File: src/hw/rtl/wilder_rsi_core_assert.svh
// Assertion macros shared by the wilder_rsi_core RTL.
// No dependencies; included by the modules that carry assertions.
`ifndef WILDER_RSI_CORE_ASSERT_SVH
`define WILDER_RSI_CORE_ASSERT_SVH

// Same-cycle implication, disabled while reset is asserted.
`define WRSI_ASSERT_IMP(label, clk, rst_n, ante, cons) \
    label: assert property (@(posedge clk) disable iff (!rst_n) (ante) |-> (cons)) \
        else $error("wrsi assertion failed");

// Next-cycle implication, disabled while reset is asserted.
`define WRSI_ASSERT_NXT(label, clk, rst_n, ante, cons) \
    label: assert property (@(posedge clk) disable iff (!rst_n) (ante) |=> (cons)) \
        else $error("wrsi assertion failed");

`endif

File: src/hw/rtl/wrsi_pkg.sv
// Package for the Wilder RSI core: widths, constants, microcode ROM and control types.
// No dependencies; used by every other RTL file of the block but the assertion header.
package wrsi_pkg;

    localparam int PRICE_BITS_DEF    = 24;
    localparam int FRACTION_BITS_DEF = 16;
    localparam int ACC_BITS          = 64;   // arithmetic word, wraps modulo 2^64
    localparam int PERIOD_BITS       = 8;
    localparam int RSI_BITS          = 14;
    localparam int DIV_DIGIT_BITS    = 4;    // quotient bits per cycle, narrow mode
    localparam int DIV_CNT_BITS      = $clog2(ACC_BITS + 1);
    localparam int STEP_BITS         = 5;

    localparam logic [RSI_BITS-1:0]    RSI_FULL     = 14'd10000;
    localparam logic [RSI_BITS-1:0]    RSI_NEUTRAL  = 14'd5000;
    localparam logic [PERIOD_BITS-1:0] PERIOD_RESET = 8'd14;
    localparam logic [PERIOD_BITS-1:0] INDEX_MAX    = 8'd255;

    typedef enum logic [4:0] {
        OP_NONE,
        OP_LOAD,
        OP_ACCUM,
        OP_MUL_GAIN,
        OP_MUL_LOSS,
        OP_ADD_DG,
        OP_ADD_DL,
        OP_DIV_ACC,
        OP_DIV_GAIN,
        OP_DIV_LOSS,
        OP_WB_GAIN,
        OP_WB_LOSS,
        OP_DEN,
        OP_MUL_RSI,
        OP_DIV_RSI,
        OP_WB_RSI,
        OP_SET_FULL,
        OP_SET_NEUTRAL,
        OP_EMIT
    } t_op;

    // jump taken when the condition holds, else fall through to the next step
    typedef enum logic [3:0] {
        C_NEVER,
        C_ALWAYS,
        C_NO_INPUT,
        C_DIV_BUSY,
        C_OUT_FULL,
        C_SKIP,
        C_PRIMED,
        C_WARMING,
        C_LOSS_ZERO,
        C_DEN_ZERO
    } t_cond;

    typedef logic [STEP_BITS-1:0] t_step;

    typedef struct packed {
        t_op   op;
        t_cond cond;
        t_step target;
    } t_uword;

    typedef struct packed {
        t_op op;
    } t_ctrl;

    typedef struct packed {
        logic in_fire;
        logic div_busy;
        logic out_full;
        logic skip;
        logic primed;
        logic warming;
        logic loss_zero;
        logic den_zero;
    } t_stat;

    localparam t_step S_IDLE       = 5'd0;
    localparam t_step S_DISPATCH   = 5'd1;
    localparam t_step S_CHK_PRIMED = 5'd2;
    localparam t_step S_ACCUM      = 5'd3;
    localparam t_step S_CHK_WARM   = 5'd4;
    localparam t_step S_FORM_G     = 5'd5;
    localparam t_step S_FORM_G_W   = 5'd6;
    localparam t_step S_FORM_G_WB  = 5'd7;
    localparam t_step S_FORM_L     = 5'd8;
    localparam t_step S_FORM_L_W   = 5'd9;
    localparam t_step S_FORM_L_WB  = 5'd10;
    localparam t_step S_SMOOTH     = 5'd11;
    localparam t_step S_SM_G_ADD   = 5'd12;
    localparam t_step S_SM_G_DIV   = 5'd13;
    localparam t_step S_SM_G_W     = 5'd14;
    localparam t_step S_SM_G_WB    = 5'd15;
    localparam t_step S_SM_L_MUL   = 5'd16;
    localparam t_step S_SM_L_ADD   = 5'd17;
    localparam t_step S_SM_L_DIV   = 5'd18;
    localparam t_step S_SM_L_W     = 5'd19;
    localparam t_step S_SM_L_WB    = 5'd20;
    localparam t_step S_RATIO      = 5'd21;
    localparam t_step S_RSI_MUL    = 5'd22;
    localparam t_step S_RSI_DIV    = 5'd23;
    localparam t_step S_RSI_W      = 5'd24;
    localparam t_step S_RSI_WB     = 5'd25;
    localparam t_step S_FULL       = 5'd26;
    localparam t_step S_NEUTRAL    = 5'd27;
    localparam t_step S_EMIT       = 5'd28;
    localparam t_step S_DONE       = 5'd29;

    function automatic t_uword ucode(input t_step s);
        t_uword w;
        unique case (s)
            S_IDLE:       w = '{op: OP_LOAD,        cond: C_NO_INPUT,  target: S_IDLE};
            S_DISPATCH:   w = '{op: OP_NONE,        cond: C_SKIP,      target: S_NEUTRAL};
            S_CHK_PRIMED: w = '{op: OP_NONE,        cond: C_PRIMED,    target: S_SMOOTH};
            S_ACCUM:      w = '{op: OP_ACCUM,       cond: C_NEVER,     target: S_IDLE};
            S_CHK_WARM:   w = '{op: OP_NONE,        cond: C_WARMING,   target: S_NEUTRAL};
            S_FORM_G:     w = '{op: OP_DIV_GAIN,    cond: C_NEVER,     target: S_IDLE};
            S_FORM_G_W:   w = '{op: OP_NONE,        cond: C_DIV_BUSY,  target: S_FORM_G_W};
            S_FORM_G_WB:  w = '{op: OP_WB_GAIN,     cond: C_NEVER,     target: S_IDLE};
            S_FORM_L:     w = '{op: OP_DIV_LOSS,    cond: C_NEVER,     target: S_IDLE};
            S_FORM_L_W:   w = '{op: OP_NONE,        cond: C_DIV_BUSY,  target: S_FORM_L_W};
            S_FORM_L_WB:  w = '{op: OP_WB_LOSS,     cond: C_ALWAYS,    target: S_RATIO};
            S_SMOOTH:     w = '{op: OP_MUL_GAIN,    cond: C_NEVER,     target: S_IDLE};
            S_SM_G_ADD:   w = '{op: OP_ADD_DG,      cond: C_NEVER,     target: S_IDLE};
            S_SM_G_DIV:   w = '{op: OP_DIV_ACC,     cond: C_NEVER,     target: S_IDLE};
            S_SM_G_W:     w = '{op: OP_NONE,        cond: C_DIV_BUSY,  target: S_SM_G_W};
            S_SM_G_WB:    w = '{op: OP_WB_GAIN,     cond: C_NEVER,     target: S_IDLE};
            S_SM_L_MUL:   w = '{op: OP_MUL_LOSS,    cond: C_NEVER,     target: S_IDLE};
            S_SM_L_ADD:   w = '{op: OP_ADD_DL,      cond: C_NEVER,     target: S_IDLE};
            S_SM_L_DIV:   w = '{op: OP_DIV_ACC,     cond: C_NEVER,     target: S_IDLE};
            S_SM_L_W:     w = '{op: OP_NONE,        cond: C_DIV_BUSY,  target: S_SM_L_W};
            S_SM_L_WB:    w = '{op: OP_WB_LOSS,     cond: C_NEVER,     target: S_IDLE};
            S_RATIO:      w = '{op: OP_DEN,         cond: C_LOSS_ZERO, target: S_FULL};
            S_RSI_MUL:    w = '{op: OP_MUL_RSI,     cond: C_DEN_ZERO,  target: S_FULL};
            S_RSI_DIV:    w = '{op: OP_DIV_RSI,     cond: C_NEVER,     target: S_IDLE};
            S_RSI_W:      w = '{op: OP_NONE,        cond: C_DIV_BUSY,  target: S_RSI_W};
            S_RSI_WB:     w = '{op: OP_WB_RSI,      cond: C_ALWAYS,    target: S_EMIT};
            S_FULL:       w = '{op: OP_SET_FULL,    cond: C_ALWAYS,    target: S_EMIT};
            S_NEUTRAL:    w = '{op: OP_SET_NEUTRAL, cond: C_NEVER,     target: S_IDLE};
            S_EMIT:       w = '{op: OP_EMIT,        cond: C_OUT_FULL,  target: S_EMIT};
            S_DONE:       w = '{op: OP_NONE,        cond: C_ALWAYS,    target: S_IDLE};
            default:      w = '{op: OP_NONE,        cond: C_ALWAYS,    target: S_IDLE};
        endcase
        return w;
    endfunction

endpackage

File: src/hw/rtl/wrsi_if.sv
// Valid/ready channel interfaces for the Wilder RSI core: price input and RSI output.
// Depends on wrsi_pkg.
interface wrsi_in_if #(
    parameter int PRICE_BITS = wrsi_pkg::PRICE_BITS_DEF
);
    logic                  valid;
    logic                  ready;
    logic [PRICE_BITS-1:0] close_price;
    logic                  series_start;

    modport source (output valid, close_price, series_start, input ready);
    modport sink   (input valid, close_price, series_start, output ready);
endinterface

interface wrsi_out_if;
    logic                          valid;
    logic                          ready;
    logic [wrsi_pkg::RSI_BITS-1:0] rsi_value;
    logic                          rsi_valid;

    modport source (output valid, rsi_value, rsi_valid, input ready);
    modport sink   (input valid, rsi_value, rsi_valid, output ready);
endinterface

File: src/hw/rtl/wilder_rsi_core.sv
// Wilder RSI core: closing price in, one RSI word out per price word.
// Input channel i_in carries close_price (hundredths) and series_start; output
// channel o_out carries rsi_value (hundredths of a percent) and rsi_valid.
// Both are valid/ready; a word moves when valid and ready are high at a clock edge.
// period is written through i_cfg_we / i_cfg_wdata only while no word is in flight;
// the user must keep to this, the core does not enforce it. One word is processed
// at a time by a microcoded sequencer driving the datapath. With period 0, at the
// first sample of a series and while warming up the word gives a neutral result;
// otherwise the plain means are formed or the averages are smoothed, and the ratio
// division follows unless the average loss is zero. The shared divider takes 4
// quotient bits a cycle over the 64-bit word for a division by period and 14 bits
// for the ratio; if gain + loss overflows 64 bits the ratio runs over the full word.
// The result sits in an output register, so the next word is accepted while the
// previous result waits; the core stalls only when a new result is ready and
// the old one has not been taken.
// Reset (synchronous, active low) sets period to 14, clears the series state and
// empties the output register; the first word after reset starts a series.
module wilder_rsi_core #(
    parameter int PRICE_BITS    = wrsi_pkg::PRICE_BITS_DEF,
    parameter int FRACTION_BITS = wrsi_pkg::FRACTION_BITS_DEF
) (
    input  logic                             i_clk,
    input  logic                             i_rst_n,
    input  logic                             i_cfg_we,
    input  logic [wrsi_pkg::PERIOD_BITS-1:0] i_cfg_wdata,
    wrsi_in_if.sink                          i_in,
    wrsi_out_if.source                       o_out
);
    wrsi_pkg::t_ctrl w_ctrl;
    wrsi_pkg::t_stat w_stat;

    wrsi_seq u_seq (
        .i_clk   (i_clk),
        .i_rst_n (i_rst_n),
        .i_stat  (w_stat),
        .o_ctrl  (w_ctrl)
    );

    wrsi_dp #(
        .PRICE_BITS    (PRICE_BITS),
        .FRACTION_BITS (FRACTION_BITS)
    ) u_dp (
        .i_clk       (i_clk),
        .i_rst_n     (i_rst_n),
        .i_cfg_we    (i_cfg_we),
        .i_cfg_wdata (i_cfg_wdata),
        .i_ctrl      (w_ctrl),
        .o_stat      (w_stat),
        .i_in        (i_in),
        .o_out       (o_out)
    );

endmodule

File: src/hw/rtl/wrsi_div.sv
// Shared restoring divider: 4 quotient bits per cycle for 8-bit divisors (period),
// 1 bit per cycle for full-width divisors. Depends on wrsi_pkg.
module wrsi_div (
    input  logic                          i_clk,
    input  logic                          i_rst_n,
    input  logic                          i_start,
    input  logic                          i_narrow,
    input  logic                          i_fast,
    input  logic [wrsi_pkg::ACC_BITS-1:0] i_num,
    input  logic [wrsi_pkg::ACC_BITS-1:0] i_den,
    output logic                          o_busy,
    output logic [wrsi_pkg::ACC_BITS-1:0] o_quo
);
    localparam int AB = wrsi_pkg::ACC_BITS;
    localparam int PB = wrsi_pkg::PERIOD_BITS;
    localparam int DD = wrsi_pkg::DIV_DIGIT_BITS;
    localparam int CB = wrsi_pkg::DIV_CNT_BITS;
    localparam int RB = wrsi_pkg::RSI_BITS;

    logic          r_busy;
    logic [CB-1:0] r_cnt;
    logic          r_narrow;
    logic [AB-1:0] r_num;
    logic [AB-1:0] r_rem;
    logic [AB-1:0] r_den;

    logic [PB-1:0] w_rem_n;
    logic [AB-1:0] w_num_n;
    logic [AB:0]   w_t;
    logic          w_ge;
    logic [AB-1:0] w_rem_w;

    // narrow mode: remainder stays below the 8-bit divisor
    always_comb begin
        logic [PB:0] v_t;
        logic        v_ge;
        w_rem_n = r_rem[PB-1:0];
        w_num_n = r_num;
        for (int k = 0; k < DD; k++) begin
            v_t     = {w_rem_n, w_num_n[AB-1]};
            v_ge    = v_t >= {1'b0, r_den[PB-1:0]};
            w_rem_n = v_ge ? PB'(v_t - {1'b0, r_den[PB-1:0]}) : v_t[PB-1:0];
            w_num_n = {w_num_n[AB-2:0], v_ge};
        end
    end

    assign w_t     = {r_rem, r_num[AB-1]};
    assign w_ge    = w_t >= {1'b0, r_den};
    assign w_rem_w = w_ge ? AB'(w_t - {1'b0, r_den}) : w_t[AB-1:0];

    always_ff @(posedge i_clk) begin
        if (!i_rst_n) begin
            r_busy <= 1'b0;
            r_cnt  <= '0;
        end else if (i_start) begin
            r_busy <= 1'b1;
            if (i_narrow) begin
                r_cnt <= CB'(AB / DD);
            end else if (i_fast) begin
                r_cnt <= CB'(RB);
            end else begin
                r_cnt <= CB'(AB);
            end
        end else if (r_busy) begin
            r_cnt <= r_cnt - 1'b1;
            if (r_cnt == CB'(1)) begin
                r_busy <= 1'b0;
            end
        end
    end

    always_ff @(posedge i_clk) begin
        if (i_start) begin
            r_narrow <= i_narrow;
            r_den    <= i_den;
            // fast path: quotient known to fit RSI_BITS, skip the leading bits
            if (!i_narrow && i_fast) begin
                r_rem <= i_num >> RB;
                r_num <= i_num << (AB - RB);
            end else begin
                r_rem <= '0;
                r_num <= i_num;
            end
        end else if (r_busy) begin
            if (r_narrow) begin
                r_rem <= AB'(w_rem_n);
                r_num <= w_num_n;
            end else begin
                r_rem <= w_rem_w;
                r_num <= {r_num[AB-2:0], w_ge};
            end
        end
    end

    assign o_busy = r_busy;
    assign o_quo  = r_num;

endmodule

File: src/hw/rtl/wrsi_seq.sv
// Microcode sequencer: step counter, control ROM lookup and conditional jumps.
// Depends on wrsi_pkg.
module wrsi_seq (
    input  logic            i_clk,
    input  logic            i_rst_n,
    input  wrsi_pkg::t_stat i_stat,
    output wrsi_pkg::t_ctrl o_ctrl
);
    wrsi_pkg::t_step  r_step;
    wrsi_pkg::t_step  n_step;
    wrsi_pkg::t_uword w_word;
    logic             w_jump;

    assign w_word = wrsi_pkg::ucode(r_step);

    always_comb begin
        unique case (w_word.cond)
            wrsi_pkg::C_NEVER:     w_jump = 1'b0;
            wrsi_pkg::C_ALWAYS:    w_jump = 1'b1;
            wrsi_pkg::C_NO_INPUT:  w_jump = !i_stat.in_fire;
            wrsi_pkg::C_DIV_BUSY:  w_jump = i_stat.div_busy;
            wrsi_pkg::C_OUT_FULL:  w_jump = i_stat.out_full;
            wrsi_pkg::C_SKIP:      w_jump = i_stat.skip;
            wrsi_pkg::C_PRIMED:    w_jump = i_stat.primed;
            wrsi_pkg::C_WARMING:   w_jump = i_stat.warming;
            wrsi_pkg::C_LOSS_ZERO: w_jump = i_stat.loss_zero;
            wrsi_pkg::C_DEN_ZERO:  w_jump = i_stat.den_zero;
            default:               w_jump = 1'b0;
        endcase
        n_step = w_jump ? w_word.target : wrsi_pkg::t_step'(r_step + 1'b1);
    end

    always_ff @(posedge i_clk) begin
        if (!i_rst_n) begin
            r_step <= wrsi_pkg::S_IDLE;
        end else begin
            r_step <= n_step;
        end
    end

    assign o_ctrl.op = w_word.op;

endmodule

File: src/hw/rtl/wrsi_dp.sv
// Datapath: RSI state, shared multiplier, divider instance, output register.
// Depends on wrsi_pkg, wrsi_if, wrsi_div and wilder_rsi_core_assert.svh.
`include "wilder_rsi_core_assert.svh"

module wrsi_dp #(
    parameter int PRICE_BITS    = wrsi_pkg::PRICE_BITS_DEF,
    parameter int FRACTION_BITS = wrsi_pkg::FRACTION_BITS_DEF
) (
    input  logic                             i_clk,
    input  logic                             i_rst_n,
    input  logic                             i_cfg_we,
    input  logic [wrsi_pkg::PERIOD_BITS-1:0] i_cfg_wdata,
    input  wrsi_pkg::t_ctrl                  i_ctrl,
    output wrsi_pkg::t_stat                  o_stat,
    wrsi_in_if.sink                          i_in,
    wrsi_out_if.source                       o_out
);
    localparam int AB = wrsi_pkg::ACC_BITS;
    localparam int PB = wrsi_pkg::PERIOD_BITS;
    localparam int RB = wrsi_pkg::RSI_BITS;

    // series state
    logic [PB-1:0]         r_period;
    logic [PRICE_BITS-1:0] r_last;
    logic [PB-1:0]         r_index;
    logic [AB-1:0]         r_gain;
    logic [AB-1:0]         r_loss;
    logic                  r_primed;

    // per-item working registers
    logic [PRICE_BITS-1:0] r_price;
    logic [PB-1:0]         r_idx;
    logic [PRICE_BITS-1:0] r_dg;
    logic [PRICE_BITS-1:0] r_dl;
    logic [AB-1:0]         r_acc;
    logic [AB-1:0]         r_den;
    logic [RB-1:0]         r_value;
    logic                  r_valid;

    logic                  r_out_valid;
    logic [RB-1:0]         r_out_value;
    logic                  r_out_flag;

    logic                  w_in_fire;
    logic                  w_out_free;
    logic                  w_emit;
    logic                  w_gt;
    logic [PB-1:0]         w_idx_next;
    logic [AB-1:0]         w_mul_a;
    logic [RB-1:0]         w_mul_b;
    logic [AB+RB-1:0]      w_prod;
    logic                  w_div_start;
    logic                  w_div_narrow;
    logic [AB-1:0]         w_div_num;
    logic [AB-1:0]         w_div_den;
    logic                  w_div_busy;
    logic [AB-1:0]         w_quo;

    assign i_in.ready = i_rst_n && (i_ctrl.op == wrsi_pkg::OP_LOAD);
    assign w_in_fire  = i_in.valid && i_in.ready;
    assign w_out_free = !r_out_valid || o_out.ready;
    assign w_emit     = (i_ctrl.op == wrsi_pkg::OP_EMIT) && w_out_free;
    assign w_gt       = i_in.close_price > r_last;
    assign w_idx_next = (r_idx == wrsi_pkg::INDEX_MAX) ? wrsi_pkg::INDEX_MAX : r_idx + 1'b1;

    // one shared multiplier: average * (period - 1), or loss * 10000
    assign w_mul_a = (i_ctrl.op == wrsi_pkg::OP_MUL_GAIN) ? r_gain : r_loss;
    assign w_mul_b = (i_ctrl.op == wrsi_pkg::OP_MUL_RSI) ? wrsi_pkg::RSI_FULL
                                                          : RB'(r_period - 1'b1);
    assign w_prod  = w_mul_a * w_mul_b;

    assign w_div_start  = (i_ctrl.op == wrsi_pkg::OP_DIV_ACC)  ||
                          (i_ctrl.op == wrsi_pkg::OP_DIV_GAIN) ||
                          (i_ctrl.op == wrsi_pkg::OP_DIV_LOSS) ||
                          (i_ctrl.op == wrsi_pkg::OP_DIV_RSI);
    assign w_div_narrow = (i_ctrl.op != wrsi_pkg::OP_DIV_RSI);
    assign w_div_den    = w_div_narrow ? AB'(r_period) : r_den;

    always_comb begin
        unique case (i_ctrl.op)
            wrsi_pkg::OP_DIV_GAIN: w_div_num = r_gain << FRACTION_BITS;
            wrsi_pkg::OP_DIV_LOSS: w_div_num = r_loss << FRACTION_BITS;
            default:               w_div_num = r_acc;
        endcase
    end

    wrsi_div u_div (
        .i_clk    (i_clk),
        .i_rst_n  (i_rst_n),
        .i_start  (w_div_start),
        .i_narrow (w_div_narrow),
        .i_fast   (r_den >= r_loss),
        .i_num    (w_div_num),
        .i_den    (w_div_den),
        .o_busy   (w_div_busy),
        .o_quo    (w_quo)
    );

    always_ff @(posedge i_clk) begin
        if (!i_rst_n) begin
            r_period    <= wrsi_pkg::PERIOD_RESET;
            r_last      <= '0;
            r_index     <= '0;
            r_gain      <= '0;
            r_loss      <= '0;
            r_primed    <= 1'b0;
            r_out_valid <= 1'b0;
        end else begin
            if (i_cfg_we) begin
                r_period <= i_cfg_wdata;
            end
            if (w_emit) begin
                r_out_valid <= 1'b1;
                r_last      <= r_price;
                r_index     <= w_idx_next;
            end else if (o_out.valid && o_out.ready) begin
                r_out_valid <= 1'b0;
            end
            unique case (i_ctrl.op)
                wrsi_pkg::OP_LOAD: begin
                    if (w_in_fire && i_in.series_start) begin
                        r_gain   <= '0;
                        r_loss   <= '0;
                        r_primed <= 1'b0;
                    end
                end
                wrsi_pkg::OP_ACCUM: begin
                    r_gain <= r_gain + AB'(r_dg);
                    r_loss <= r_loss + AB'(r_dl);
                end
                wrsi_pkg::OP_WB_GAIN: begin
                    r_gain <= w_quo;
                end
                wrsi_pkg::OP_WB_LOSS: begin
                    r_loss   <= w_quo;
                    r_primed <= 1'b1;
                end
                default: begin
                end
            endcase
        end
    end

    always_ff @(posedge i_clk) begin
        if (w_in_fire) begin
            r_price <= i_in.close_price;
            r_idx   <= i_in.series_start ? '0 : r_index;
            r_dg    <= w_gt ? PRICE_BITS'(i_in.close_price - r_last) : '0;
            r_dl    <= w_gt ? '0 : PRICE_BITS'(r_last - i_in.close_price);
        end
        unique case (i_ctrl.op)
            wrsi_pkg::OP_MUL_GAIN,
            wrsi_pkg::OP_MUL_LOSS,
            wrsi_pkg::OP_MUL_RSI: begin
                r_acc <= w_prod[AB-1:0];
            end
            wrsi_pkg::OP_ADD_DG: begin
                r_acc <= r_acc + (AB'(r_dg) << FRACTION_BITS);
            end
            wrsi_pkg::OP_ADD_DL: begin
                r_acc <= r_acc + (AB'(r_dl) << FRACTION_BITS);
            end
            wrsi_pkg::OP_DEN: begin
                r_den <= r_gain + r_loss;
            end
            wrsi_pkg::OP_WB_RSI: begin
                r_value <= wrsi_pkg::RSI_FULL - w_quo[RB-1:0];
                r_valid <= 1'b1;
            end
            wrsi_pkg::OP_SET_FULL: begin
                r_value <= wrsi_pkg::RSI_FULL;
                r_valid <= 1'b1;
            end
            wrsi_pkg::OP_SET_NEUTRAL: begin
                r_value <= wrsi_pkg::RSI_NEUTRAL;
                r_valid <= 1'b0;
            end
            default: begin
            end
        endcase
        if (w_emit) begin
            r_out_value <= r_value;
            r_out_flag  <= r_valid;
        end
    end

    assign o_out.valid     = r_out_valid;
    assign o_out.rsi_value = r_out_value;
    assign o_out.rsi_valid = r_out_flag;

    assign o_stat.in_fire   = w_in_fire;
    assign o_stat.div_busy  = w_div_busy;
    assign o_stat.out_full  = !w_out_free;
    assign o_stat.skip      = (r_period == '0) || (r_idx == '0);
    assign o_stat.primed    = r_primed;
    assign o_stat.warming   = r_idx < r_period;
    assign o_stat.loss_zero = (r_loss == '0);
    assign o_stat.den_zero  = (r_den == '0);

    `WRSI_ASSERT_IMP(a_div_start_idle, i_clk, i_rst_n, w_div_start, !w_div_busy)
    `WRSI_ASSERT_IMP(a_valid_needs_primed, i_clk, i_rst_n, w_emit && r_valid, r_primed)
    `WRSI_ASSERT_IMP(a_neutral_when_invalid, i_clk, i_rst_n, r_out_valid && !r_out_flag, r_out_value == wrsi_pkg::RSI_NEUTRAL)
    `WRSI_ASSERT_NXT(a_emit_advances_index, i_clk, i_rst_n, w_emit, r_index != '0)

endmodule

File: src/flat_wrapper.sv
// flat-port wrapper written by rule: the top's interface ports become plain ports
module wilder_rsi_core_flat 
#(
    parameter int PRICE_BITS    = wrsi_pkg::PRICE_BITS_DEF,
    parameter int FRACTION_BITS = wrsi_pkg::FRACTION_BITS_DEF
)
  (i_clk, i_rst_n, i_cfg_we, i_cfg_wdata, i_in_valid, i_in_close_price, i_in_series_start, i_in_ready, o_out_valid, o_out_rsi_value, o_out_rsi_valid, o_out_ready);
  wrsi_in_if #(.PRICE_BITS(PRICE_BITS)) i_in_i ();
  wrsi_out_if o_out_i ();
  input  logic i_clk;
  input  logic i_rst_n;
  input  logic i_cfg_we;
  input  logic [wrsi_pkg::PERIOD_BITS-1:0] i_cfg_wdata;
  input wire logic [$bits(i_in_i.valid)-1:0] i_in_valid;
  input wire logic [$bits(i_in_i.close_price)-1:0] i_in_close_price;
  input wire logic [$bits(i_in_i.series_start)-1:0] i_in_series_start;
  output wire logic [$bits(i_in_i.ready)-1:0] i_in_ready;
  output wire logic [$bits(o_out_i.valid)-1:0] o_out_valid;
  output wire logic [$bits(o_out_i.rsi_value)-1:0] o_out_rsi_value;
  output wire logic [$bits(o_out_i.rsi_valid)-1:0] o_out_rsi_valid;
  input wire logic [$bits(o_out_i.ready)-1:0] o_out_ready;
  assign i_in_i.valid = i_in_valid;
  assign i_in_i.close_price = i_in_close_price;
  assign i_in_i.series_start = i_in_series_start;
  assign i_in_ready = i_in_i.ready;
  assign o_out_valid = o_out_i.valid;
  assign o_out_rsi_value = o_out_i.rsi_value;
  assign o_out_rsi_valid = o_out_i.rsi_valid;
  assign o_out_i.ready = o_out_ready;
  wilder_rsi_core #(.PRICE_BITS(PRICE_BITS), .FRACTION_BITS(FRACTION_BITS)) u_core (.i_clk(i_clk), .i_rst_n(i_rst_n), .i_cfg_we(i_cfg_we), .i_cfg_wdata(i_cfg_wdata), .i_in(i_in_i), .o_out(o_out_i));
endmodule
File: config.mk
export PLATFORM = sky130hd
export DESIGN_NAME = wilder_rsi_core_flat
export DESIGN_NICKNAME = d
export VERILOG_FILES = /design/src/hw/rtl/wrsi_pkg.sv /design/src/hw/rtl/wrsi_if.sv /design/src/hw/rtl/wilder_rsi_core.sv /design/src/hw/rtl/wrsi_div.sv /design/src/hw/rtl/wrsi_seq.sv /design/src/hw/rtl/wrsi_dp.sv /design/src/flat_wrapper.sv
export VERILOG_INCLUDE_DIRS = /design/src /design/src/hw/rtl
export SDC_FILE = /design/constraint.sdc
export NUM_CORES = 2
export LEC_CHECK = 0
export ABC_CLOCK_PERIOD_IN_PS = 23100
export BUFFER_PORTS_ARGS = -buffer_cell sky130_fd_sc_hd__buf_2
export CORE_MARGIN = 3
export CORE_UTILIZATION = 70
export CTS_CLUSTER_DIAMETER = 200
export CTS_CLUSTER_SIZE = 40
export DETAILED_ROUTE_END_ITERATION = 7
export PLACE_DENSITY = 0.9
export SETUP_SLACK_MARGIN = 0.1
export SYNTH_ARGS = -nofsm -noshare
export SYNTH_HDL_FRONTEND = slang
export SYNTH_SLANG_ARGS = --single-unit
File: constraint.sdc
create_clock -name i_clk -period 23.1 [get_ports i_clk]
set_clock_uncertainty 0.1 [all_clocks]
set_input_delay 6.93 -clock i_clk [delete_from_list [all_inputs] [get_ports i_clk]]
set_output_delay 6.93 -clock i_clk [all_outputs]
set_load 0.02 [all_outputs]
# Word-level counts from Yosys, hierarchy flattened
# Memories as Yosys holds them, arrays and structs flattened. A register that Yosys moved wholly into a read port is not among the register bits.
# Cells that the tools add are included.
# word_totals
ff_bits	614
rom_bits	448
inputBits	38
output_inout_bits	17
wordCells	153
n_memories	1
# mem_list
memory	depth	word_bits	read_ports	rd_ports_with_merged_regs	wr	line_no	text
(no name shown)	32	14	1	1	0	wrsi_pkg.sv:111	unique case (s)
# op_classes
n_addsub	17
n_mul	1
n_lt_le_gt_ge	8
eq_ne	31
mux	38
n_reduce_logical	32
# op_table
op	count
64-bit two-way mux	10
64-bit one-hot mux with 3 select lines	3
64-bit by 24-bit adder with 64-bit output	2
64-bit by 40-bit adder with 64-bit output	2
64-bit zero test	2
64-bit one-hot mux with 2 select lines	1
65-bit by 64-bit greater-or-equal comparator with 1-bit output	1
64-bit adder	1
64-bit greater-or-equal comparator	1
64-bit by 14-bit multiplier with 64-bit output	1
64-bit subtractor	1
50-bit two-way mux	1
8-bit two-way mux	6
24-bit subtractor	2
14-bit one-hot mux with 3 select lines	1
5-bit by 4-bit equality test with 1-bit output (second input constant)	8
9-bit by 8-bit greater-or-equal comparator with 1-bit output	4
8-bit subtractor	4
7-bit two-way mux	4
24-bit > comparator	1
5-bit by 3-bit equality test with 1-bit output (second input constant)	4
4-bit by 3-bit equality test with 1-bit output (second input constant)	4
8-bit zero test	2
5-bit equality test (second input constant)	3
28 further kinds	58

# Longest topological paths before layout
# depth
depth_word	11
mapped_depth	44
mapped_depth_nobuf	40

# Cells and area by module
# A second synthesis with hierarchy kept.
# hier_totals
hier_cells	7797
area_unflattened_um2	69058.7
# by_module_without_submodules
module	instances	cells_per_inst	area_each_um2
wrsi_dp	1	6108	53196.0
wrsi_div	1	1517	14360.0
wrsi_seq	1	172	1502.7

# Worst setup path before layout
# Ideal clock, no wire load.
# synth_timing
kind	input -> output
start	in i_rst_n
end	out i_in_ready
arrival_time_ps	7715
setup_slack_ps	8355
stages	3
n_path_buf	1
cell_sequence	buf_2 > clkinv_1 > nor3_2
# synth_between
elab_chain_len	1
# synth_rtl
item	line_no	text
start: declaration	flat_wrapper.sv:11	input logic i_rst_n;
1-bit logical AND	wrsi_dp.sv:59	assign i_in.ready = i_rst_n && (i_ctrl.op == wrsi_pkg::OP_LOAD);
end: declaration	flat_wrapper.sv:17	output wire logic [$bits(i_in_i.ready)-1:0] i_in_ready;
# No other way between the ends.

# Worst setup path after layout
# Ends and elaborated chain as after synthesis.

==> flow_summary.html <==
<table>
<tr><th>Metric</th><th>Value</th></tr>
<tr><th colspan="2">Outcome</th></tr>
<tr><td>Result of the run</td><td>finished, violations left</td></tr>
<tr><td>Violations in the final reports</td><td>DRC, capacitance limit</td></tr>
<tr><th colspan="2">Placement</th></tr>
<tr><td>Detailed placement HPWL</td><td>173000 µm</td></tr>
<tr><td>Weighted congestion at the end of routability-driven global placement</td><td>between 1 and 1.5</td></tr>
<tr><td>DP Area</td><td>68700 µm²</td></tr>
<tr><td>IO buf count</td><td>54</td></tr>
<tr><th colspan="2">Die</th></tr>
<tr><td>Area of the die</td><td>99900 µm²</td></tr>
<tr><td>DIE HEIGHT</td><td>316 µm</td></tr>
<tr><td>Site row count</td><td>113</td></tr>
<tr><td>Starting Density</td><td>0.707</td></tr>
<tr><td>Die extent in x</td><td>316 µm</td></tr>
<tr><td>Ports</td><td>55</td></tr>
<tr><td>Area of the core region</td><td>95200 µm²</td></tr>
<tr><th colspan="2">Clock network</th></tr>
<tr><td>CTS tree</td><td>built</td></tr>
<tr><td>Number of buffers created by CTS</td><td>19</td></tr>
<tr><td>Clock tree root buffer cell</td><td>clkbuf_16</td></tr>
<tr><td>Clock sink total</td><td>approximately 630</td></tr>
<tr><td>Number of post-CTS setup repair buffers</td><td>0</td></tr>
<tr><td>Post-CTS Hold Buffers</td><td>0</td></tr>
<tr><td>Insertion delay to the later sink of the worst-skew pair</td><td>between 600 and 700 ps</td></tr>
<tr><td>CTS clock-pin slew for the worst setup and hold paths</td><td>roughly 140 ps</td></tr>
<tr><td>Maximum clock path buffer count</td><td>3</td></tr>
<tr><td>Gates resized, CTS repair</td><td>0</td></tr>
<tr><td>Clock H-tree levels</td><td>1</td></tr>
<tr><th colspan="2">Routing</th></tr>
<tr><td>Final ANT Viol Nets</td><td>0</td></tr>
<tr><td>DRC violation count after routing</td><td>just over 40</td></tr>
<tr><td>Overall via count from detail_route</td><td>59300</td></tr>
<tr><td>First drt pass iteration count</td><td>8</td></tr>
<tr><td>Ratio of routed vias to standard cells</td><td>6.86</td></tr>
<tr><td>Avg WL per Cell</td><td>approximately 26 µm</td></tr>
<tr><td>Total Wirelength</td><td>approximately 220000 µm</td></tr>
<tr><td>Number of DRC markers in iteration 0</td><td>8809</td></tr>
<tr><th colspan="2">Hold path</th></tr>
<tr><td>Tightest Hold Check Type</td><td>reg -&gt; reg</td></tr>
<tr><th colspan="2">Flow run</th></tr>
<tr><td>Maxcap violations</td><td>1</td></tr>
<tr><th colspan="2">Setup path</th></tr>
<tr><td>Data required, critical path</td><td>16070 ps</td></tr>
<tr><td>Worst EP arrival</td><td>~8500 ps</td></tr>
<tr><td>Combined buffer and inverter count along the critical path</td><td>4</td></tr>
<tr><td>Cells traversed along the worst timing path</td><td>buf_2 -&gt; buf_4 -&gt; inv_4 -&gt; nor3_2 -&gt; buf_2</td></tr>
<tr><td>Critical Path Fanout Max</td><td>29</td></tr>
<tr><td>Crit path max-delay cell type</td><td>nor3_2</td></tr>
<tr><td>Largest stage delay on the critical path</td><td>around 500 ps</td></tr>
<tr><td>Critical path start-end classification</td><td>in -&gt; out</td></tr>
<tr><td>Crit path launch type</td><td>input port</td></tr>
<tr><td>Top delay family on crit path</td><td>buffers and inverters</td></tr>
<tr><td>Endpoint type of the worst setup path</td><td>output pin</td></tr>
<tr><td>Cell occurring most often along the worst timing path</td><td>buf_2</td></tr>
<tr><th colspan="2">Global routing</th></tr>
<tr><td>GR Util All Layers</td><td>0.446</td></tr>
<tr><td>Pin count of the biggest net entering global routing</td><td>78</td></tr>
<tr><td>Total global routing overflow</td><td>0</td></tr>
<tr><td>Antenna violations before repair</td><td>6</td></tr>
<tr><td>Vias in the first global route</td><td>58000</td></tr>
<tr><td>Global-route wire length before repair</td><td>roughly 340000 µm</td></tr>
<tr><th colspan="2">Synthesis</th></tr>
<tr><td>Total nets after synthesis</td><td>8691</td></tr>
<tr><td>Asr flop ratio synth</td><td>0</td></tr>
<tr><td>Synth Warn #</td><td>0</td></tr>
<tr><td>Most frequently used flop master after synthesis</td><td>edfxtp_1</td></tr>
<tr><td>Post-synthesis instance area</td><td>67300 µm²</td></tr>
<tr><td>Avg Cell Area, Syn</td><td>between 8 and 9 µm²</td></tr>
<tr><td>Sequential area share after synthesis</td><td>0.251</td></tr>
<tr><td>Post-synth cell types</td><td>96</td></tr>
<tr><td>EDFF count, synth</td><td>around 430</td></tr>
<tr><td>Register bit total from synthesis</td><td>around 630</td></tr>
<tr><td>Mapped Cells</td><td>7541</td></tr>
<tr><th colspan="2">Timing</th></tr>
<tr><td>Count of final hold-check violations</td><td>0</td></tr>
<tr><td>Count of final setup violators</td><td>0</td></tr>
<tr><td>Worst-Margin Slew</td><td>1480 ps</td></tr>
<tr><td>Period Utilization, post-route</td><td>0.671</td></tr>
<tr><td>Unrepaired setup endpoints after global routing</td><td>no</td></tr>
<tr><td>Worst relative slew slack</td><td>0.00578</td></tr>
<tr><td>Final Slew Violations</td><td>0</td></tr>
<tr><td>Maximum clock frequency</td><td>0.0645 GHz</td></tr>
<tr><td>Final min period</td><td>15500 ps</td></tr>
<tr><td>Post-route setup TNS</td><td>0 ps</td></tr>
<tr><th colspan="2">Finish</th></tr>
<tr><td>Number of nets at the end of the flow</td><td>~8500</td></tr>
<tr><td>Area added between synthesis and finish</td><td>2.86%</td></tr>
<tr><td>Post-layout util</td><td>0.728</td></tr>
<tr><td>Most common library cell in the layout ignoring fill and taps</td><td>nand2_1</td></tr>
<tr><td>Cell area after layout</td><td>69200 µm²</td></tr>
<tr><td>Layout cells sized above 1</td><td>0.0444</td></tr>
<tr><td>Top library cells by usage in the layout, fill and taps aside</td><td>923 x nand2_1, 833 x inv_1, 666 x fa_1</td></tr>
<tr><th colspan="2">Pwr</th></tr>
<tr><td>Total power density per cell area</td><td>81.1 nW/µm²</td></tr>
<tr><td>LEAKAGE</td><td>a little over 30 nW</td></tr>
<tr><td>Highest ir drop seen on vdd</td><td>~0.00018 V</td></tr>
</table>
==> final timing paths <==
path,cells after the start,end,slack (ps),from
min reg2reg,0,u_core.u_dp.o_out.rsi_value[13],340,u_core.u_dp.r_value[13]
min,0,u_core.u_dp.o_out.rsi_value[13],340,u_core.u_dp.r_value[13]
max reg2reg,28,u_core.u_dp.r_acc[36],11850,u_core.u_seq.w_word[13]
max,5,i_in_ready,7600,i_rst_n
==> synthesized netlist by cell type (13+ instances only) <==
| library cell | instances | area [µm²] |
|---|---|---|
| nand2_1 | 925 | 3470 |
| inv_1 | 835 | 3130 |
| fa_1 | 666 | 13300 |
| nor2_1 | 553 | 2080 |
| a21oi_1 | 507 | 2540 |
| ha_1 | 446 | 5580 |
| edfxtp_1 | 431 | 12900 |
| o21ai_0 | 330 | 1650 |
| clkbuf_1 | 307 | 1150 |
| xnor2_1 | 203 | 1780 |
| dfxtp_1 | 197 | 3940 |
| a21o_1 | 195 | 1460 |
| xor2_1 | 174 | 1520 |
| nand3_1 | 152 | 761 |
| mux2i_1 | 145 | 1450 |
| and3_1 | 117 | 732 |
| nor2b_1 | 107 | 669 |
| nor3_1 | 93 | 465 |
| nand4_1 | 90 | 563 |
| o22ai_1 | 86 | 538 |
| mux2_2 | 67 | 754 |
| nand2b_1 | 67 | 419 |
| a31oi_1 | 56 | 350 |
| and2_1 | 53 | 332 |
| nor4_1 | 53 | 332 |
| o31ai_1 | 52 | 390 |
| o21ai_1 | 50 | 250 |
| o21bai_1 | 46 | 345 |
| o211ai_1 | 42 | 315 |
| o21a_1 | 42 | 315 |
| a222oi_1 | 39 | 390 |
| a211oi_1 | 37 | 278 |
| a22oi_1 | 36 | 270 |
| a221oi_1 | 27 | 236 |
| buf_1 | 22 | 82.6 |
| or3_1 | 21 | 131 |
| a21boi_0 | 17 | 128 |
| buf_2 | 17 | 85.1 |
| a221o_1 | 14 | 140 |
| and4_1 | 14 | 123 |
| o221ai_1 | 14 | 123 |
| a31o_2 | 13 | 114 |
==> state kept, by name, summed over array words and instances, names as in the netlist, 24 cells and up <==
name and cells:
u_core.u_dp.r_dg 24, u_core.u_dp.r_price 24, u_core.u_dp.u_div.r_den 64, u_core.u_dp.u_div.o_quo 64, u_core.u_dp.r_loss 64, u_core.u_dp.r_dl 24, u_core.u_dp.u_div.r_rem 64, u_core.u_dp.r_acc 64
u_core.u_dp.r_den 64, u_core.u_dp.r_last 24, u_core.u_dp.r_gain 64
==> where the power goes <==
group | internal [W] | total [W] | switching [W]
sequential | 0.00149 | 0.00172 | 0.000231
combinational | 0.00122 | 0.00336 | 0.00215
clock | 0.000160 | 0.000524 | 0.000364
total | 0.00287 | 0.00561 | 0.00274
==> per-stage QoR <==
stage,power (W),setup WS [ps],hold slack (ps),instances
global route,0.00588,7640,350,8630
finish,0.00561,7600,342,8635
global placement,0.00480,7730,302,8597
floorplan,0.00402,8360,300,7541
detailed placement,0.00495,7720,306,8597
CTS,0.00546,7680,339,8630
==> cell families after synthesis <==
kind of cell,share of synthesized area
buffers and inverters,0.0676
XOR/XNOR,0.0491
flip-flops,0.251
adder cells (fa/ha/maj),0.281
AND/OR/NAND/NOR,0.156
multiplexers,0.0339
AO/OA/AOI/OAI,0.162
==> layer usage <==
metal  share of wire  GRT usage  vias to the layer above
met3            0.14      0.119                     1032
met1            0.34      0.567                    28200
met4           0.092      0.316                        2
met5        0.000063    0.00193                        -
met2            0.42      0.664                     4432
li1                -          -                    25600
==> layout make-up <==
type / count / area [µm²]
Fill cell: 7043 / 25900
Clock buffer: 32 / 524
Clock inverter: 1 / 16.3
Sequential cell: 628 / 16900
Inverter: 840 / 3160
Multi-Input combinational cell: 5718 / 46100
Timing Repair Buffer: 146 / 961
Tap cell: 1265 / 1580
Antenna cell: 5 / 12.5
Power figures use the tool's default switching activity.
